==> config.mk <==
export PLATFORM = sky130hd
export DESIGN_NAME = sma_front
export DESIGN_NICKNAME = d
export VERILOG_FILES = /design/src/rtl/sma_pkg.sv /design/src/rtl/sma_front.sv
export SDC_FILE = /design/constraint.sdc
export NUM_CORES = 1
export LEC_CHECK = 0
export BUFFER_PORTS_ARGS = -buffer_cell sky130_fd_sc_hd__buf_2
export CAP_MARGIN = 20
export CORE_ASPECT_RATIO = 1.1
export CORE_MARGIN = 8
export CORE_UTILIZATION = 50
export CTS_CLUSTER_SIZE = 8
export DETAILED_ROUTE_END_ITERATION = 10
export MAX_ROUTING_LAYER = met4
export PLACE_DENSITY = 0.91
export SLEW_MARGIN = 10
export SYNTH_ARGS = -nofsm -noshare
export SYNTH_HDL_FRONTEND = slang
export SYNTH_SLANG_ARGS = --single-unit
==> constraint.sdc <==
create_clock -name i_clk -period 4.4 [get_ports i_clk]
set_clock_uncertainty 0.2 [all_clocks]
set_input_delay 0.66 -clock i_clk [delete_from_list [all_inputs] [get_ports i_clk]]
set_output_delay 0.66 -clock i_clk [all_outputs]
set_load 0.01 [all_outputs]
==> src/rtl/sma_pkg.sv <==
// Package: shared types, constants and codes for the stack machine ALU.
`default_nettype none
package sma_pkg;
    localparam int WordBits = 32;
    localparam int AddrBits = 16;
    localparam int NspBits  = AddrBits + 1;
    localparam int DivSteps = WordBits;

    typedef enum logic [2:0] {
        OP_NOP = 3'd0, OP_ADD = 3'd1, OP_SUB = 3'd2,
        OP_MUL = 3'd3, OP_DIV = 3'd4, OP_CMP = 3'd5
    } t_op;

    typedef enum logic [1:0] {
        ST_OK = 2'd0, ST_UNDERFLOW = 2'd1, ST_DIV_ZERO = 2'd2
    } t_status;

    typedef enum logic [1:0] {
        FC_EQUAL = 2'd0, FC_GREATER = 2'd1, FC_OTHER = 2'd2
    } t_flag;

    // Classified instruction handed from the front end to the back end.
    typedef struct packed {
        logic                       do_write;   // arithmetic with a result
        logic                       is_mul;
        logic                       is_div;
        logic                       flag_write;
        logic [1:0]                 flag_code;
        logic [NspBits-1:0]         nsp;
        logic [1:0]                 status;
        logic signed [WordBits-1:0] quick;      // add/sub result
        logic [WordBits-1:0]        next_v;
        logic [WordBits-1:0]        top_v;
    } t_cmd;

    typedef struct packed {
        logic [WordBits-1:0] value;
        logic                rw;
        logic                fw;
        logic [1:0]          fc;
        logic [NspBits-1:0]  nsp;
        logic [1:0]          status;
    } t_res;
endpackage
`default_nettype wire

==> src/rtl/sma_front.sv <==
// Front end: accepts instructions, checks the stack and classifies them.
`default_nettype none
module sma_front (
    input  wire logic                           i_clk,
    input  wire logic                           i_rst_n,
    input  wire logic                           i_valid,
    output logic                                o_ready,
    input  wire logic [2:0]                     i_op,
    input  wire logic [sma_pkg::WordBits-1:0]   i_top,
    input  wire logic [sma_pkg::WordBits-1:0]   i_next,
    input  wire logic [sma_pkg::AddrBits-1:0]   i_sp,
    input  wire logic [sma_pkg::AddrBits-1:0]   i_bottom,
    output logic                                o_valid,
    input  wire logic                           i_ready,
    output sma_pkg::t_cmd                       o_cmd
);
    logic          r_valid;
    sma_pkg::t_cmd r_cmd, n_cmd;
    logic [sma_pkg::NspBits-1:0] sp1, sp2, bot;
    logic arith;

    assign o_ready = !r_valid || i_ready;
    assign o_valid = r_valid;
    assign o_cmd   = r_cmd;

    always_comb begin
        sp1   = {1'b0, i_sp} + sma_pkg::NspBits'(1);
        sp2   = {1'b0, i_sp} + sma_pkg::NspBits'(2);
        bot   = {1'b0, i_bottom};
        arith = (i_op == sma_pkg::OP_ADD) || (i_op == sma_pkg::OP_SUB)
             || (i_op == sma_pkg::OP_MUL) || (i_op == sma_pkg::OP_DIV);
        n_cmd = '0;
        n_cmd.nsp    = {1'b0, i_sp};
        n_cmd.next_v = i_next;
        n_cmd.top_v  = i_top;
        if (arith) begin
            n_cmd.nsp = sp1;
            if (sp1 >= bot) begin
                n_cmd.status = sma_pkg::ST_UNDERFLOW;
            end else if (i_op == sma_pkg::OP_DIV && i_top == '0) begin
                n_cmd.status = sma_pkg::ST_DIV_ZERO;
            end else begin
                n_cmd.do_write = 1'b1;
                n_cmd.is_mul   = (i_op == sma_pkg::OP_MUL);
                n_cmd.is_div   = (i_op == sma_pkg::OP_DIV);
                n_cmd.quick    = (i_op == sma_pkg::OP_SUB) ? i_next - i_top
                                                          : i_next + i_top;
            end
        end else if (i_op == sma_pkg::OP_CMP) begin
            n_cmd.nsp = sp2;
            if (sp2 > bot) begin
                n_cmd.status = sma_pkg::ST_UNDERFLOW;
            end else begin
                n_cmd.flag_write = 1'b1;
                if (i_next == i_top)
                    n_cmd.flag_code = sma_pkg::FC_EQUAL;
                else if ($signed(i_next) > $signed(i_top))
                    n_cmd.flag_code = sma_pkg::FC_GREATER;
                else
                    n_cmd.flag_code = sma_pkg::FC_OTHER;
            end
        end
    end

    always_ff @(posedge i_clk) begin
        if (!i_rst_n) begin
            r_valid <= 1'b0;
        end else if (o_ready) begin
            r_valid <= i_valid;
        end
        if (o_ready && i_valid) begin
            r_cmd <= n_cmd;
        end
    end
endmodule
`default_nettype wire

After elaboration in Yosys (flattened, before gate mapping)
Cells that the tools add are included.
{"block": "word_totals", "regBits": 122, "input_bits": 103, "output_inout_bits": 123, "word_cells": 48}
{"block": "classes", "addsub": 4, "order_cmp": 3, "eq_ne": 6, "n_mux": 10, "bitwise": 2, "n_reduce_logical": 12}
{"cell": "19-bit 2-to-1 mux", "count": 2}
{"cell": "32-bit adder", "count": 1}
{"cell": "32-bit == test", "count": 1}
{"cell": "32-bit greater-than comparator", "count": 1}
{"cell": "32-bit zero test", "count": 1}
{"cell": "32-bit 2-to-1 mux", "count": 1}
{"cell": "32-bit subtractor", "count": 1}
{"cell": "16-bit by 1-bit adder with 17-bit output (second input constant)", "count": 1}
{"cell": "16-bit by 2-bit adder with 17-bit output (second input constant)", "count": 1}
{"cell": "17-bit by 16-bit greater-or-equal comparator with 1-bit output", "count": 1}
{"cell": "17-bit by 16-bit greater-than comparator with 1-bit output", "count": 1}
{"cell": "2-bit 2-to-1 mux", "count": 4}
{"cell": "3-bit by 2-bit == test with 1-bit output (second input constant)", "count": 2}
{"cell": "3-bit == test (second input constant)", "count": 2}
{"cell": "3-bit 2-to-1 mux", "count": 2}
{"cell": "1-bit logical OR", "count": 4}
{"cell": "2-bit OR reduction", "count": 2}
{"cell": "4-bit OR reduction", "count": 1}
{"cell": "3-bit by 1-bit == test with 1-bit output (second input constant)", "count": 1}
{"cell": "3-bit OR reduction", "count": 1}
{"cell": "1-bit logical AND", "count": 2}
{"cell": "1-bit inverter", "count": 2}
{"cell": "1-bit zero test", "count": 1}
{"cell": "1-bit 2-to-1 mux", "count": 1}

Depth between registers and ports, before layout
{"block": "depth", "word_depth": 6, "ltp_mapped": 17, "depth_no_buf": 16}

Worst setup path after synthesis
Ideal clock, no wire load.
{"block": "synth_path", "path_type": "input-to-reg", "from": "in i_ready", "to": "reg r_cmd (netlist bit o_cmd[0]), enable pin", "setup_time_ns": 0.495, "arrival_time_ns": 3.657, "t_required_ns": 3.705, "setup_slack_ns": 0.049, "stages": 2, "n_path_buf": 0, "path_cell_list": "nand2b_1 > and2_1"}
{"block": "synth_between", "elab_chain_len": 2}
{"element": "from (decl)", "line_no": "sma_front.sv:14", "rtl": "input wire logic i_ready,"}
{"element": "1-bit logical OR", "line_no": "sma_front.sv:22", "rtl": "assign o_ready = !r_valid || i_ready;"}
{"element": "1-bit logical AND", "line_no": "sma_front.sv:71", "rtl": "if (o_ready && i_valid) begin"}
{"element": "to (signal assigned)", "line_no": "sma_front.sv:72", "rtl": "r_cmd <= n_cmd;"}
{"element": "to (decl)", "line_no": "sma_front.sv:18", "rtl": "sma_pkg::t_cmd r_cmd, n_cmd;"}
No other way between the ends.
A chain may end at the register's enable or synchronous reset.

Worst setup path after layout
{"block": "layout_path", "from": "in i_sp[1] (netlist name)", "to": "reg r_cmd (netlist bit o_cmd[91]) (data pin)"}
{"block": "layout_between", "elab_chain_len": 3}
{"element": "from (decl)", "line_no": "sma_front.sv:11", "rtl": "input wire logic [sma_pkg::AddrBits-1:0] i_sp,"}
{"element": "16-bit by 1-bit adder with 17-bit output", "line_no": "sma_front.sv:27", "rtl": "sp1 = {1'b0, i_sp} + sma_pkg::NspBits'(1);"}
{"element": "17-bit by 16-bit greater-or-equal comparator with 1-bit output", "line_no": "sma_front.sv:38", "rtl": "if (sp1 >= bot) begin"}
{"element": "3-bit OR reduction (no source line)"}
No other way between the ends.

==> results_dict.tcl <==
set metrics [dict create \
    status "completed" \
    rows 52 \
    grt_usage 0.2580 \
    async_reset_ff_frac 0 \
    critPathKind "in -> reg" \
    final_hold_viol_count 0 \
    worstPathRequired_ps 4450 \
    synthDominantCellAreaShare 0.3949 \
    synth_cells 975 \
    overflow 0 \
    seq_power_share 0.382 \
    cts_buffers 17 \
    routedWlPerCell_um 20.16 \
    switching_share 0.3167 \
    vias_per_cell 5.802 \
    max_slew.worst_pin.slew_ps 695.6 \
    clkTransAtPathRegs_ps 60 \
    yosys-top-cells-area "edfxtp_1 39%, ha_1 13%, xnor2_1 4.1%, a21oi_1 4.0%, nor2_1 3.7%" \
    placed_cell_area_um2 10600 \
    ys_warn_count 0 \
    die_x_um 145.3 \
    hold_class "in -> reg" \
    seq_area_frac_synth 0.3971 \
    p_switching_mw 1.168 \
    final_cell_area_um2 11170 \
    drtPass1Iterations 5 \
    ctsResizeCount 0 \
    start_util 0.5050 \
    synth-seq-cells 122 \
    fp.dieH_um 158.3 \
    fin_crit_sh 0.8996 \
    crit_top_cell "and3_1" \
    cts_setup_buffers 0 \
    syn_avg_cell_area_um2 9.436 \
    cp_slowest_cell "or3_1" \
    synth_edf_count 121 \
    gp_congestion 0.9669 \
    crit_path_max_incr_delay_ps 460 \
    synth-main-ff-cell "edfxtp_1" \
    p_comb_frac 0.260 \
    final_antenna_net_count 0 \
    h-tree-depth 4 \
    yosys.area.top_type "edfxtp_1" \
    cts_tree "yes" \
    synth.net_count 1177 \
    ctsHoldBuffers 0 \
    power.leakage_nw 5.029 \
    min_period_ps 3958 \
    drive_gt1_frac 0.2442 \
    cp_max_fo 14 \
    drv_cap 0 \
    dp_hpwl_um 23380 \
    crit_buf_inv 2 \
    clockPowerShare 0.358 \
    pin_count 226 \
    layout_commonest_cell "buf_2" \
    internal_power_mw 2.520 \
    clk_latency_ps 420 \
    grt_pass1_vias 8418 \
    die_area_um2 23000 \
    cp-start-kind "primary input" \
    power_density_nw_per_um2 330.2 \
    fp.coreArea_um2 18220 \
    num_vias 8418 \
    drc 0 \
    drt_wl_total_um 29250 \
    antenna_found_initial 4 \
    ys_types 77 \
    cts_root_buf "clkbuf_16" \
    setup_viol_count_final 0 \
    grt_max_degree 62 \
    drt-initial-drc-count 705 \
    clk_path_buf_depth 2 \
    final_max_slew_viol_count 0 \
    tns_ps 0 \
    end_kind "register" \
    worstPathCellList "buf_2 -> ha_1 -> and3_1 -> and3_1 -> and3_1 -> nand2_1 -> xnor2_1 -> ha_1 -> a21oi_1 -> nor3b_1 -> a31oi_1 -> a41o_1 -> or3_1 -> buf_4 -> nor3_1" \
    slew_headroom 0.5304 \
    synth_area_um2 9200 \
    portBuffers 225 \
    layout_common_cells "225 x buf_2, 121 x edfxtp_1, 97 x ha_1" \
    grt_pass1_wl_um 45330 \
    grt_setup_unrepaired "false" \
    cts.sinks 122 \
    worstPathArrival_ps 4000 \
    clock.fmax_mhz 252.6 \
    nets 1393 \
    irDropWorstVdd_v 0.0002470 \
    area_growth_pct 21.39 \
    cp_top_family "simple AND/OR/NAND/NOR gates" \
]
-- cells by family (layout without fill, tap and decap cells) --
family	Yosys count	after routing	share of synthesized area
AOI/OAI and AO/OA	254	254	0.1810
xor gates and xnor gates	65	65	0.06188
adders and majority gates	99	99	0.1363
buffers and inverters	133	362	0.05603
DFF	122	122	0.3971
muxes	11	11	0.01210
other	0	4	0
and+or+nand+nor	291	291	0.1556
-- worst reg2reg max path, cell delays in order, from the launching register on --
cell and delay (ps):
dfxtp_1 310, nand2b_1 100, and2_4 390, buf_4 520
-- Yosys cell counts (all sizes together) (4+ instances only) --
library cell	number
edfxtp	121
ha	97
nor2	90
inv	83
a21oi	73
nand2	68
o21ai	44
xnor2	43
clkbuf	36
a21o	24
nor4	23
xor2	22
nand3	21
nor3	17
o21bai	17
and3	16
a31oi	15
nand4	13
a211oi	12
buf	12
nor2b	12
mux2i	10
nand2b	10
o31ai	8
o21a	7
a21boi	6
o311ai	6
o211ai	5
a22oi	4
a311oi	4
or2	4
-- metal layers --
| metal | GRT usage | part of all wire | up-vias |
|---|---|---|---|
| met4 | 0.1245 | 0.041 | 0 |
| li1 | - | - | 3992 |
| met3 | 0.05827 | 0.080 | 80 |
| met5 | - | 0 | - |
| met2 | 0.4272 | 0.47 | 408 |
| met1 | 0.2957 | 0.40 | 3938 |
-- power by group through the flow --
| stage | registers, mW | clock network [mW] | logic [mW] |
|---|---|---|---|
| after floorplan | 1.48 | 0 | 0.546 |
| after global placement | 1.43 | 0 | 0.925 |
| after detailed placement | 1.43 | 0 | 0.940 |
| after CTS | 1.41 | 1.33 | 0.947 |
| after global routing | 1.42 | 1.38 | 1.05 |
| final | 1.41 | 1.32 | 0.959 |
-- final timing paths --
check / from / to / slack [ps] / depth (start not counted)
setup / recovery: i_sp[1] / o_cmd[91]$_SDFFCE_PP0P_ / 440 / 15
hold / removal: i_next[21] / o_cmd[53]$_DFFE_PP_ / 250 / 1
setup reg to reg: o_valid$_SDFFE_PN0N_ / o_cmd[20]$_DFFE_PP_ / 2520 / 3
hold reg to reg: o_valid$_SDFFE_PN0N_ / o_valid$_SDFFE_PN0N_ / 340 / 2
-- stage by stage --
step           setup WS, ps  power, mW  utilization  std cells  hold slack (ps)
2_1_floorplan         48.76      2.028            -        975            409.6
3_3_place_gp          170.0      2.355       0.5821       1415            308.5
3_5_place_dp          42.39      2.372       0.5821       1415            330.8
4_1_cts               468.5      3.689       0.6125       1447            237.7
5_1_grt               180.6      3.842       0.6130       1451            237.6
6_report              441.5      3.688       0.6130       1451            248.1
-- layout make-up --
class / count / area, µm²
inverters: 85 / 319.1
clock buffers: 17 / 425.4
fillers: 1551 / 7049
diodes: 4 / 10.01
flip-flops and latches: 122 / 3654
multi-input cells: 720 / 5039
repair buffers: 245 / 1289
well taps: 243 / 304.0
clock inverters: 15 / 128.9
-- flip-flops by register name (all words and copies together), names as in the netlist --
register and cells:
o_valid 1, o_cmd 121
No activity file was read; power rests on OpenSTA's default activity.
